### src/hw/rtl/vcfp_pkg.sv
// ----------------------------------------------------------------------------
// vcfp_pkg
// Shared types, byte codes and helpers for the VCF record field parser.
// ----------------------------------------------------------------------------
package vcfp_pkg;

  localparam int POSITION_WIDTH_DEF = 32;
  localparam int QUEUE_DEPTH_DEF    = 4;

  localparam int FIELD_W   = 11;
  localparam int SAMPLE_W  = 10;

  // byte codes
  localparam logic [7:0] CH_HASH  = 8'h23;
  localparam logic [7:0] CH_LF    = 8'h0A;
  localparam logic [7:0] CH_TAB   = 8'h09;
  localparam logic [7:0] CH_SLASH = 8'h2F;
  localparam logic [7:0] CH_PIPE  = 8'h7C;
  localparam logic [7:0] CH_ZERO  = 8'h30;
  localparam logic [7:0] CH_NINE  = 8'h39;

  // column numbers
  localparam logic [FIELD_W-1:0] COL_CHROM  = 11'd0;
  localparam logic [FIELD_W-1:0] COL_POS    = 11'd1;
  localparam logic [FIELD_W-1:0] COL_REF    = 11'd3;
  localparam logic [FIELD_W-1:0] COL_ALT    = 11'd4;
  localparam logic [FIELD_W-1:0] COL_QUAL   = 11'd5;
  localparam logic [FIELD_W-1:0] COL_FILTER = 11'd6;
  localparam logic [FIELD_W-1:0] GENO_BASE  = 11'd9;
  localparam logic [FIELD_W-1:0] FIELD_MAX  = 11'd2047;

  // FILTER match progress
  localparam logic [3:0] PASS_DONE = 4'd4;
  localparam logic [3:0] PASS_FAIL = 4'd15;

  // output kinds
  localparam logic [1:0] KIND_CHROM  = 2'd0;
  localparam logic [1:0] KIND_REF    = 2'd1;
  localparam logic [1:0] KIND_ALT    = 2'd2;
  localparam logic [1:0] KIND_RECORD = 2'd3;

  // register map
  localparam logic REG_SAMPLE_COLUMN = 1'b0;

  typedef enum logic [3:0] {
    OP_CHROM,
    OP_REF,
    OP_ALT,
    OP_POS,
    OP_QUAL,
    OP_FILT,
    OP_GENO,
    OP_TAB,
    OP_EOL
  } op_t;

  typedef struct packed {
    op_t        op;
    logic [7:0] data;
  } cmd_t;

  function automatic logic [7:0] pass_char(input logic [1:0] idx);
    logic [7:0] ch;
    case (idx)
      2'd0:    ch = 8'h50; // P
      2'd1:    ch = 8'h41; // A
      default: ch = 8'h53; // S
    endcase
    return ch;
  endfunction

  function automatic logic is_digit(input logic [7:0] c);
    return (c >= CH_ZERO) && (c <= CH_NINE);
  endfunction

  // one decimal digit into an 8-bit value, saturating at 255
  function automatic logic [7:0] digit_step8(input logic [7:0] v, input logic [7:0] c);
    logic [11:0] prod;
    prod = ({4'd0, v} << 3) + ({4'd0, v} << 1) + {4'd0, c - CH_ZERO};
    return (|prod[11:8]) ? 8'hFF : prod[7:0];
  endfunction

endpackage

### src/hw/rtl/vcfp_front.sv
// ----------------------------------------------------------------------------
// vcfp_front
// Line and column tracking; turns data-line bytes into back-end commands, except bytes of unused columns.
// ----------------------------------------------------------------------------
module vcfp_front (
  input  logic                           clk,
  input  logic                           rst,
  input  logic [vcfp_pkg::SAMPLE_W-1:0]  sample_column,
  input  logic                           in_valid,
  input  logic [7:0]                     in_data,
  output logic                           in_ready,
  output logic                           push_valid,
  output vcfp_pkg::cmd_t                 push_cmd,
  input  logic                           push_ready
);
  import vcfp_pkg::*;

  logic               header_line;
  logic               line_start;
  logic [FIELD_W-1:0] field_number;
  logic [FIELD_W-1:0] geno_col;
  logic               accept;
  logic               has_cmd;
  op_t                op;

  assign in_ready = push_ready;
  assign accept   = in_valid && push_ready;
  assign geno_col = FIELD_W'(sample_column) + GENO_BASE;

  always_comb begin
    has_cmd = 1'b0;
    op      = OP_TAB;
    if (!header_line && !(line_start && in_data == CH_HASH)) begin
      if (in_data == CH_LF) begin
        has_cmd = 1'b1;
        op      = OP_EOL;
      end else if (in_data == CH_TAB) begin
        has_cmd = 1'b1;
        op      = OP_TAB;
      end else begin
        has_cmd = 1'b1;
        if (field_number == COL_CHROM) begin
          op = OP_CHROM;
        end else if (field_number == COL_POS) begin
          op = OP_POS;
        end else if (field_number == COL_REF) begin
          op = OP_REF;
        end else if (field_number == COL_ALT) begin
          op = OP_ALT;
        end else if (field_number == COL_QUAL) begin
          op = OP_QUAL;
        end else if (field_number == COL_FILTER) begin
          op = OP_FILT;
        end else if (field_number == geno_col) begin
          op = OP_GENO;
        end else begin
          has_cmd = 1'b0;
        end
      end
    end
  end

  assign push_valid    = in_valid && has_cmd;
  assign push_cmd.op   = op;
  assign push_cmd.data = in_data;

  always_ff @(posedge clk) begin
    if (rst) begin
      header_line  <= 1'b0;
      line_start   <= 1'b1;
      field_number <= '0;
    end else if (accept) begin
      if (header_line) begin
        if (in_data == CH_LF) begin
          header_line <= 1'b0;
          line_start  <= 1'b1;
        end
      end else if (line_start && in_data == CH_HASH) begin
        header_line <= 1'b1;
        line_start  <= 1'b0;
      end else if (in_data == CH_LF) begin
        line_start   <= 1'b1;
        field_number <= '0;
      end else begin
        line_start <= 1'b0;
        if (in_data == CH_TAB && field_number != FIELD_MAX) begin
          field_number <= field_number + 1'b1;
        end
      end
    end
  end

endmodule

### src/hw/rtl/vcfp_queue.sv
// ----------------------------------------------------------------------------
// vcfp_queue
// Small command FIFO between the front and back ends.
// ----------------------------------------------------------------------------
module vcfp_queue #(
  parameter int DEPTH = vcfp_pkg::QUEUE_DEPTH_DEF
) (
  input  logic           clk,
  input  logic           rst,
  input  logic           push_valid,
  input  vcfp_pkg::cmd_t push_cmd,
  output logic           push_ready,
  output logic           pop_valid,
  output vcfp_pkg::cmd_t pop_cmd,
  input  logic           pop_ready
);
  import vcfp_pkg::*;

  localparam int PTR_W = (DEPTH > 1) ? $clog2(DEPTH) : 1;
  localparam int CNT_W = $clog2(DEPTH + 1);

  cmd_t             entries [DEPTH];
  logic [PTR_W-1:0] wr_ptr;
  logic [PTR_W-1:0] rd_ptr;
  logic [CNT_W-1:0] count;
  logic             push;
  logic             pop;

  assign push_ready = (count != CNT_W'(DEPTH));
  assign pop_valid  = (count != '0);
  assign push       = push_valid && push_ready;
  assign pop        = pop_valid && pop_ready;
  assign pop_cmd    = entries[rd_ptr];

  always_ff @(posedge clk) begin
    if (push) begin
      entries[wr_ptr] <= push_cmd;
    end
  end

  always_ff @(posedge clk) begin
    if (rst) begin
      wr_ptr <= '0;
      rd_ptr <= '0;
      count  <= '0;
    end else begin
      if (push) begin
        wr_ptr <= (wr_ptr == PTR_W'(DEPTH - 1)) ? '0 : wr_ptr + 1'b1;
      end
      if (pop) begin
        rd_ptr <= (rd_ptr == PTR_W'(DEPTH - 1)) ? '0 : rd_ptr + 1'b1;
      end
      case ({push, pop})
        2'b10:   count <= count + 1'b1;
        2'b01:   count <= count - 1'b1;
        default: count <= count;
      endcase
    end
  end

`ifndef SYNTHESIS
  a_count_bound: assert property (@(posedge clk) disable iff (rst)
    count <= CNT_W'(DEPTH))
    else $error("queue count beyond depth");
  a_push_grows: assert property (@(posedge clk) disable iff (rst)
    (push && !pop) |=> (count == $past(count) + 1'b1))
    else $error("queue count did not grow on push");
  a_pop_shrinks: assert property (@(posedge clk) disable iff (rst)
    (pop && !push) |=> (count == $past(count) - 1'b1))
    else $error("queue count did not shrink on pop");
`endif

endmodule

### src/hw/rtl/vcfp_back.sv
// ----------------------------------------------------------------------------
// vcfp_back
// Executes commands: column accumulators, echo results and line records.
// ----------------------------------------------------------------------------
module vcfp_back #(
  parameter int POSITION_WIDTH = vcfp_pkg::POSITION_WIDTH_DEF
) (
  input  logic           clk,
  input  logic           rst,
  input  logic           cmd_valid,
  input  vcfp_pkg::cmd_t cmd,
  output logic           cmd_ready,
  output logic           out_valid,
  input  logic           out_ready,
  output logic [1:0]     kind,
  output logic [7:0]     text_out,
  output logic [31:0]    position,
  output logic [7:0]     quality,
  output logic           passed,
  output logic [7:0]     allele_first,
  output logic [7:0]     allele_second
);
  import vcfp_pkg::*;

  localparam int PW   = POSITION_WIDTH;
  localparam int OW   = (PW > 32) ? PW : 32;

  logic [PW-1:0] position_accum;
  logic [7:0]    quality_accum;
  logic          digits_ended;
  logic [3:0]    pass_progress;
  logic [7:0]    first_allele_reg;
  logic [7:0]    second_allele_reg;

  logic          emits;
  logic          take;
  logic          digit;
  logic [PW+3:0] pos_prod;
  logic [PW-1:0] pos_step;
  logic [OW-1:0] pos_ext;
  logic [31:0]   pos_clamped;

  always_comb begin
    case (cmd.op)
      OP_CHROM, OP_REF, OP_ALT, OP_EOL: emits = 1'b1;
      default:                          emits = 1'b0;
    endcase
  end

  assign cmd_ready = !emits || !out_valid || out_ready;
  assign take      = cmd_valid && cmd_ready;
  assign digit     = is_digit(cmd.data);

  // v*10 + d with saturation at all ones
  assign pos_prod = ((PW+4)'(position_accum) << 3) + ((PW+4)'(position_accum) << 1)
                  + (PW+4)'(cmd.data - CH_ZERO);
  assign pos_step = (|pos_prod[PW+3:PW]) ? '1 : pos_prod[PW-1:0];

  assign pos_ext     = OW'(position_accum);
  assign pos_clamped = (|(pos_ext >> 32)) ? 32'hFFFF_FFFF : pos_ext[31:0];

  // result register
  always_ff @(posedge clk) begin
    if (rst) begin
      out_valid <= 1'b0;
    end else if (take && emits) begin
      out_valid <= 1'b1;
    end else if (out_ready) begin
      out_valid <= 1'b0;
    end
  end

  always_ff @(posedge clk) begin
    if (take && emits) begin
      if (cmd.op == OP_EOL) begin
        kind          <= KIND_RECORD;
        text_out      <= '0;
        position      <= pos_clamped;
        quality       <= quality_accum;
        passed        <= (pass_progress == PASS_DONE);
        allele_first  <= first_allele_reg;
        allele_second <= second_allele_reg;
      end else begin
        kind          <= (cmd.op == OP_CHROM) ? KIND_CHROM :
                         (cmd.op == OP_REF)   ? KIND_REF : KIND_ALT;
        text_out      <= cmd.data;
        position      <= '0;
        quality       <= '0;
        passed        <= 1'b0;
        allele_first  <= '0;
        allele_second <= '0;
      end
    end
  end

  // per-line accumulators
  always_ff @(posedge clk) begin
    if (rst) begin
      position_accum    <= '0;
      quality_accum     <= '0;
      digits_ended      <= 1'b0;
      pass_progress     <= '0;
      first_allele_reg  <= '0;
      second_allele_reg <= '0;
    end else if (take) begin
      unique case (cmd.op)
        OP_EOL: begin
          position_accum    <= '0;
          quality_accum     <= '0;
          digits_ended      <= 1'b0;
          pass_progress     <= '0;
          first_allele_reg  <= '0;
          second_allele_reg <= '0;
        end
        OP_TAB: begin
          digits_ended <= 1'b0;
        end
        OP_POS: begin
          if (!digits_ended) begin
            if (digit) position_accum <= pos_step;
            else       digits_ended   <= 1'b1;
          end
        end
        OP_QUAL: begin
          if (!digits_ended) begin
            if (digit) quality_accum <= digit_step8(quality_accum, cmd.data);
            else       digits_ended  <= 1'b1;
          end
        end
        OP_FILT: begin
          if (pass_progress < PASS_DONE && cmd.data == pass_char(pass_progress[1:0])) begin
            pass_progress <= pass_progress + 1'b1;
          end else begin
            pass_progress <= PASS_FAIL;
          end
        end
        OP_GENO: begin
          if (cmd.data == CH_SLASH || cmd.data == CH_PIPE) begin
            first_allele_reg  <= second_allele_reg;
            second_allele_reg <= '0;
            digits_ended      <= 1'b0;
          end else if (!digits_ended) begin
            if (digit) second_allele_reg <= digit_step8(second_allele_reg, cmd.data);
            else       digits_ended      <= 1'b1;
          end
        end
        OP_CHROM, OP_REF, OP_ALT: begin
        end
        default: begin
        end
      endcase
    end
  end

`ifndef SYNTHESIS
  a_echo_clean: assert property (@(posedge clk) disable iff (rst)
    (out_valid && kind != KIND_RECORD) |->
      (position == '0 && quality == '0 && !passed && allele_first == '0 &&
       allele_second == '0))
    else $error("echo result carries record fields");
  a_record_clean: assert property (@(posedge clk) disable iff (rst)
    (out_valid && kind == KIND_RECORD) |-> (text_out == '0))
    else $error("record carries echo byte");
  a_eol_clears: assert property (@(posedge clk) disable iff (rst)
    (take && cmd.op == OP_EOL) |=>
      (position_accum == '0 && pass_progress == '0 && !digits_ended))
    else $error("line state not cleared after newline");
`endif

endmodule

### src/hw/rtl/vcf_record_field_parser.sv
// ----------------------------------------------------------------------------
// vcf_record_field_parser
// Streams VCF text one byte a transfer; echoes CHROM/REF/ALT bytes and emits
// one record (POS, QUAL, FILTER==PASS, genotype) per data line.
// ----------------------------------------------------------------------------
//
//  channel  direction  signals                           content
//  s_*      in         s_tvalid s_tready s_tdata[7:0]     one text byte
//  m_*      out        m_tvalid m_tready m_tdata m_tuser  echo byte or record
//  apb      in/out     psel penable pwrite paddr pwdata   sample_column reg
//
//  Cycles: one byte per clock while m_tready keeps up. Front end classifies
//  a byte in the cycle it is taken; the back end executes one command per
//  clock unless its result is held; queue entries feed the result register.
//  Reset: synchronous rst clears line tracking, accumulators, queue and
//  the result valid flag; sample_column resets to 0.
//  Stalls: a stalled m_tready backs up the command queue; s_tready falls
//  only once the queue is full. Bytes that make no command (header lines,
//  unused columns) pass through the front end without using the queue.
//
module vcf_record_field_parser #(
  parameter int POSITION_WIDTH = vcfp_pkg::POSITION_WIDTH_DEF,
  parameter int QUEUE_DEPTH    = vcfp_pkg::QUEUE_DEPTH_DEF
) (
  input  logic        clk,
  input  logic        rst,
  // byte stream in
  input  logic        s_tvalid,
  output logic        s_tready,
  input  logic [7:0]  s_tdata,   // [7:0] text_in
  // results out
  output logic        m_tvalid,
  input  logic        m_tready,
  // [7:0] text_out, [39:8] position, [47:40] quality, [48] passed,
  // [56:49] allele_first, [64:57] allele_second, [71:65] zero
  output logic [71:0] m_tdata,
  output logic [1:0]  m_tuser,   // [1:0] kind
  // configuration
  input  logic        psel,
  input  logic        penable,
  input  logic        pwrite,
  input  logic [2:0]  paddr,
  input  logic [31:0] pwdata,
  output logic [31:0] prdata,
  output logic        pready
);
  import vcfp_pkg::*;

  logic [SAMPLE_W-1:0] sample_column;
  logic                reg_index;

  logic  push_valid, push_ready;
  cmd_t  push_cmd;
  logic  pop_valid, pop_ready;
  cmd_t  pop_cmd;

  logic [7:0]  text_out;
  logic [31:0] position;
  logic [7:0]  quality;
  logic        passed;
  logic [7:0]  allele_first;
  logic [7:0]  allele_second;

  // register file: byte address 4*i, one register
  assign pready    = 1'b1;
  assign reg_index = paddr[2];

  always_ff @(posedge clk) begin
    if (rst) begin
      sample_column <= '0;
    end else if (psel && penable && pwrite && pready && reg_index == REG_SAMPLE_COLUMN) begin
      sample_column <= pwdata[SAMPLE_W-1:0];
    end
  end

  always_comb begin
    case (reg_index)
      REG_SAMPLE_COLUMN: prdata = 32'(sample_column);
      default:           prdata = '0;
    endcase
  end

  vcfp_front u_front (
    .clk           (clk),
    .rst           (rst),
    .sample_column (sample_column),
    .in_valid      (s_tvalid),
    .in_data       (s_tdata),
    .in_ready      (s_tready),
    .push_valid    (push_valid),
    .push_cmd      (push_cmd),
    .push_ready    (push_ready)
  );

  vcfp_queue #(
    .DEPTH (QUEUE_DEPTH)
  ) u_queue (
    .clk        (clk),
    .rst        (rst),
    .push_valid (push_valid),
    .push_cmd   (push_cmd),
    .push_ready (push_ready),
    .pop_valid  (pop_valid),
    .pop_cmd    (pop_cmd),
    .pop_ready  (pop_ready)
  );

  vcfp_back #(
    .POSITION_WIDTH (POSITION_WIDTH)
  ) u_back (
    .clk           (clk),
    .rst           (rst),
    .cmd_valid     (pop_valid),
    .cmd           (pop_cmd),
    .cmd_ready     (pop_ready),
    .out_valid     (m_tvalid),
    .out_ready     (m_tready),
    .kind          (m_tuser),
    .text_out      (text_out),
    .position      (position),
    .quality       (quality),
    .passed        (passed),
    .allele_first  (allele_first),
    .allele_second (allele_second)
  );

  assign m_tdata = {7'd0, allele_second, allele_first, passed, quality, position, text_out};

endmodule
### config.mk
export PLATFORM = sky130hd
export DESIGN_NAME = vcf_record_field_parser
export DESIGN_NICKNAME = d
export VERILOG_FILES = /design/src/hw/rtl/vcfp_pkg.sv /design/src/hw/rtl/vcfp_front.sv /design/src/hw/rtl/vcfp_queue.sv /design/src/hw/rtl/vcfp_back.sv /design/src/hw/rtl/vcf_record_field_parser.sv
export SDC_FILE = /design/constraint.sdc
export NUM_CORES = 1
export LEC_CHECK = 0
export ABC_AREA = 1
export BUFFER_PORTS_ARGS = -buffer_cell sky130_fd_sc_hd__buf_4
export CAP_MARGIN = 40
export CORE_MARGIN = 2
export CORE_UTILIZATION = 55
export CTS_BUF_LIST = sky130_fd_sc_hd__clkbuf_8
export DETAILED_ROUTE_END_ITERATION = 12
export PLACE_DENSITY_LB_ADDON = 0.2
export SYNTH_ARGS = -nofsm -noshare
export SYNTH_HDL_FRONTEND = slang
export SYNTH_SLANG_ARGS = --single-unit
### constraint.sdc
create_clock -name clk -period 5.7 [get_ports clk]
set_clock_uncertainty 0.2 [all_clocks]
set_input_delay 1.14 -clock clk [delete_from_list [all_inputs] [get_ports clk]]
set_output_delay 1.14 -clock clk [all_outputs]
set_load 0.005 [all_outputs]
Yosys cells after proc, flatten, opt, wreduce, memory -nomap -nowiden
Memory sizes are Yosys's and may differ from the RTL's. A register that Yosys moved wholly into a read port is not among the register bits.
Cells that the tools add are included.
Word-level totals
  input port bits: 50
  RAM bits: 48
  memories kept: 1
  register bits: 159
  output and inout bits: 109
Cells by class
  reductions and logical operators: 46
  bitwise gates (word level): 3
  multiplexer cells: 67
  equality and inequality tests: 36
  $add $sub $neg: 15
  magnitude comparators: 3
Memories
  u_queue.entries: words 4, width 12, read ports 1, clocked after Yosys merged registers in 1, write ports 1, line vcfp_queue.sv:22  | cmd_t entries [DEPTH];
Operator list (count)
  two-way mux 32 bit: 3
  two-way mux 8 bit: 11
  case mux 32 bit (2 select lines): 1
  case mux 8 bit (2 select lines): 3
  two-way mux 4 bit: 10
  adder 35 x 33 -> 36 bit: 1
  adder 36 bit: 1
  == test 11 x 3 -> 1 bit, second input constant: 3
  two-way mux 1 bit: 26
  adder 11 x 9 -> 12 bit: 2
  adder 12 x 8 -> 12 bit: 2
  two-way mux 11 bit: 2
  == test 4 x 3 -> 1 bit, second input constant: 5
  == test 8 x 4 -> 1 bit, second input constant: 2
  == test 8 x 6 -> 1 bit, second input constant: 2
  AND reduction 4 bit: 4
  OR reduction 4 bit: 4
  nonzero test 2 bit: 7
  logical AND 1 bit: 13
  two-way mux 2 bit: 6
  adder 10 x 4 -> 11 bit, second input constant: 1
  adder 11 x 1 -> 11 bit, second input constant: 1
  == test 11 x 1 -> 1 bit, second input constant: 1
  == test 11 bit: 1
  other kinds (37): 58

Depth between registers and ports, before layout
  depth in word-level cells: 16
  depth in mapped cells: 31
  depth with buffers taken out: 27

By module
A second synthesis with hierarchy kept.
Second synthesis, totals
  cell total of the unflattened synthesis: 1710
  area, all modules: 13719.4 um2
Modules (own cells, without submodules)
  vcfp_back: cells each 1140, area each 9130.0 um2, seq. area each 3253.1 um2, times used 1
  vcfp_queue: cells each 186, area each 2285.9 um2, seq. area each 1621.6 um2, times used 1
  vcfp_front: cells each 262, area each 1524.0 um2, seq. area each 260.2 um2, times used 1
  vcf_record_field_parser: cells each 122, area each 779.5 um2, seq. area each 200.2 um2, times used 1

Worst setup path before layout
OpenSTA, ideal clock, no wires.
  kind: register to register
  start: register with a tool-made name
  end: register u_back.position_accum[22], in the netlist u_back.pos_clamped[22]
  setup time: 0.132 ns
  stages on the path, launching flop included: 26
  arrival time: 5.272 ns
  required time: 5.368 ns
  slack: 0.096 ns
  path buffers: 4
  path through: dfxtp_1 buf_6 inv_4 buf_6 buf_6 nand2_1 nand3_1 nand2_1 inv_1 ha_1 nor2_1 fa_1 ha_1 a21oi_1 nand2_1 a21oi_1 nand2_1 nand2_1 nand2_1 nand2_1 nand2_1 nor2_1 clkbuf_1 nand3_1 nand2_1 a21oi_2
RTL lines
  end signal, assigned: line vcfp_back.sv:120  | if (digit) position_accum <= pos_step;
  end, declared: line vcfp_back.sv:28  | logic [PW-1:0] position_accum;

==> metrics.md <==
| Metric | Value |
|---|---|
| Synth top area share | 25.8% |
| WL/cell | 13.5 µm |
| CP Max Fanout | 32 |
| DRT Pass-1 Iters | 5 |
| Compound-gate portion of the synthesized area | a little under a tenth |
| Largest area contributor in the netlist | edfxtp_1 |
| Commonest cells post-synth | 383 x nand2_1, 244 x inv_1, 180 x nor2_1 |
| Status | finished, final reports clean |
| Main synth FF type | edfxtp_1 |
| DR vias/cell | 5.04 |
| Mapped Cells | roughly 1700 |
| R2R Path End | u_back.pos_clamped[25] |
| Largest net degree at the start of global routing | 69 |
| Hold depth | 1 |
| Clk root buf | clkbuf_8 |
| Total GRT Usage | 22.7% |
| Ant diodes | 0 |
| Iter 0 DRT Violations | 551 |
| Synth Area in XOR/XNOR | 3.08% |
| Final hold violation count | 0 |
| Hold_buf cts | 0 |
| Max FFs per register | 48 |
| Tcrit/Tclk final | 85.3% |
| DR vias | around 11000 |
| Main area contributors after synthesis | edfxtp_1 26%, dfxtp_1 14%, nand2_1 11% |
| Multiplexer area fraction after synthesis | 0% |
| Post-route minimum period | 4860 ps |
| PwrDens | 430 nW/µm² |
| CTS Buffer Depth | 3 |
| Die ar. | 25600 µm² |
| Slew HR | 40.7% |
| Starting Density | 55.4% |
| Critical Path RT | 5870 ps |
| Worst-path clk slew | 60 ps |
| Placed Instances | slightly above 2000 |
| Synth Warn # | 0 |
| First-pass GRT wire length | 48100 µm |
| Area Growth Syn to Fin | 13.0% |
| Critical-path cell list | buf_4, nand3_1, nand2_1, inv_1, ha_1, nor2_2, buf_12, fa_1, ha_1, a21oi_1, o21ai_0, nand2_1, nand2_1, a21oi_1, nand2_1, nand2_1, nand2_1, nor2_1, buf_12, nand3_1, nand2_1, a21oi_1 |
| Asr flop ratio synth | 0% |
| Seq/Total Area, Yosys | 39.9% |
| Share of cells above drive strength 1 | 11.7% |
| Total negative setup slack | 0 ps |
| Unrepaired setup endpoints after global routing | no |
| Placer Congestion | 0.945 |
| Post-Route WL | about 29000 µm |
| Endpoint, Worst Hold | u_queue.count[0] |
| Worst-Skew Late Latency | 540 ps |
| Critical path endpoint category | flop |
| Fin. max-slew vios | 0 |
| R2r worst-path depth | 22 |
| Hold_ws | 258 ps |
| PortBufs | roughly 100 |
| Buf+Inv Stages, Crit Path | 4 |
| Most used cell, CP | nand2_1 |
| Synth Area per Inst | 8.01 µm² |
| Cts repair resizes | 0 |
| Main combinational cell family by area after synthesis | simple AND/OR/NAND/NOR gates |
| Number of synthesized register bits | around 210 |
| Cell variety after synth | between 40 and 50 |
| Hold crit path type | flop to flop |
| Initial antenna violation count | 0 |
| Max VDD drop | 0.000235 V |
| Io pins | 159 |
| Crit-path max cell delay | 590 ps |
| Biggest register | u_queue.entries |
| Residual DRC count | 0 |
| Worst EP arrival | 5030 ps |
| Post-Syn Area | roughly 13000 µm² |
| Pleak | slightly below 7 nW |
| Cell row count | 57 |
| Post-synth EDFFs | 115 |
| Largest delay share family, worst path | simple AND/OR/NAND/NOR gates |
| WS Path Type | flop to flop |
| Num CTS Buffers | 38 |
| Worst-Margin Slew | 881 ps |
| Hold_sp | u_queue.count[0] |
| Maxcap violations | 0 |
| CTS sink count | between 200 and 250 |
| Vias in the first global route | 10200 |
| R2R Setup Slk | 840 ps |
| Count leader, synth | nand2_1 |
| Chip Width | between 150 and 200 µm |
| Fin cells | between 2000 and 2500 |
| Power Total | 6.49 mW |
| H-tree levels | 2 |
| Simple-gate share of the synthesized area | around a quarter |
| TritonCTS clock tree | built |
| CP max stage cell | dfxtp_1 |
| Die Y | 160 µm |
| CORE AREA | 24100 µm² |
| Maximum clock rate | 206 MHz |
| Startpoint types | flop |
| Post-CTS setup repair buffer count | 0 |
| Routed Antenna Nets | 0 |
| Adder-cell share of the synthesized area | approximately 14% |
| Total grt overflow | 0 |
| Final setup viols | 0 |
| Post-DP HPWL | around 21000 µm |
| Fin nets | between 1500 and 2000 |
[cell families after synthesis]
logic type	Yosys count
xor+xnor	47
compound gates	224
buf+inv	320
flops	209
simple gates	747
fa+ha+maj	120
other cells	2
[cell usage in the layout, fill, tap and decap left out, types with 18 or more instances in the layout]
| master | instances |
|---|---|
| nor3_1 | 18 |
| dfxtp_1 | 94 |
| a21oi_1 | 124 |
| edfxtp_1 | 115 |
| conb_1 | 30 |
| xnor2_1 | 24 |
| ha_1 | 76 |
| inv_1 | 253 |
| nand3_1 | 123 |
| nand2_1 | 383 |
| o21ai_0 | 65 |
| nor2_1 | 178 |
| buf_4 | 116 |
| clkbuf_8 | 39 |
| xor2_1 | 23 |
| fa_1 | 44 |
[layout make-up]
cell class              instances  area [µm²]
repair buffers                121         953
clock buffers                  39         537
flip-flops and latches        209        5340
multi-input cells            1168        6740
fillers                      2209        9000
inverters                     248         933
well taps                     324         405
clock inverters                30         195
[per-layer routing]
metal / wire length [µm] / GRT usage, %
met4: 442 / 5.94
met3: 1600 / 4.00
met2: 13500 / 38.1
met1: 13300 / 30.5
met5: 0 / 0
[through the flow]
| stage | cell area (µm²) | utilization [%] | setup WS, ps |
|---|---|---|---|
| floorplan | 13500 | - | 96.0 |
| CTS | 15100 | 62.6 | 820 |
| global placement | 14300 | 59.4 | 920 |
| detailed placement | 14400 | 59.6 | 899 |
| finish | 15100 | 62.6 | 840 |
| global route | 15100 | 62.6 | 353 |
[power breakdown]
part / total, mW / switching [mW] / internal (mW)
combinational: 3.01 / 1.86 / 1.15
clock: 1.37 / 0.628 / 0.737
sequential: 2.11 / 0.116 / 1.99
[how the worst max path moves through the flow]
stage | to | cells past startpoint | startpoint
finish | u_back.pos_clamped[25] | 22 | flop
floorplan | u_back.pos_clamped[22] | 25 | flop
CTS | u_back.pos_clamped[25] | 22 | flop
detailed placement | u_back.pos_clamped[25] | 22 | flop
global placement | u_back.pos_clamped[15] | 22 | flop
global route | u_back.pos_clamped[25] | 25 | flop
(Power assumes the default switching activity.)
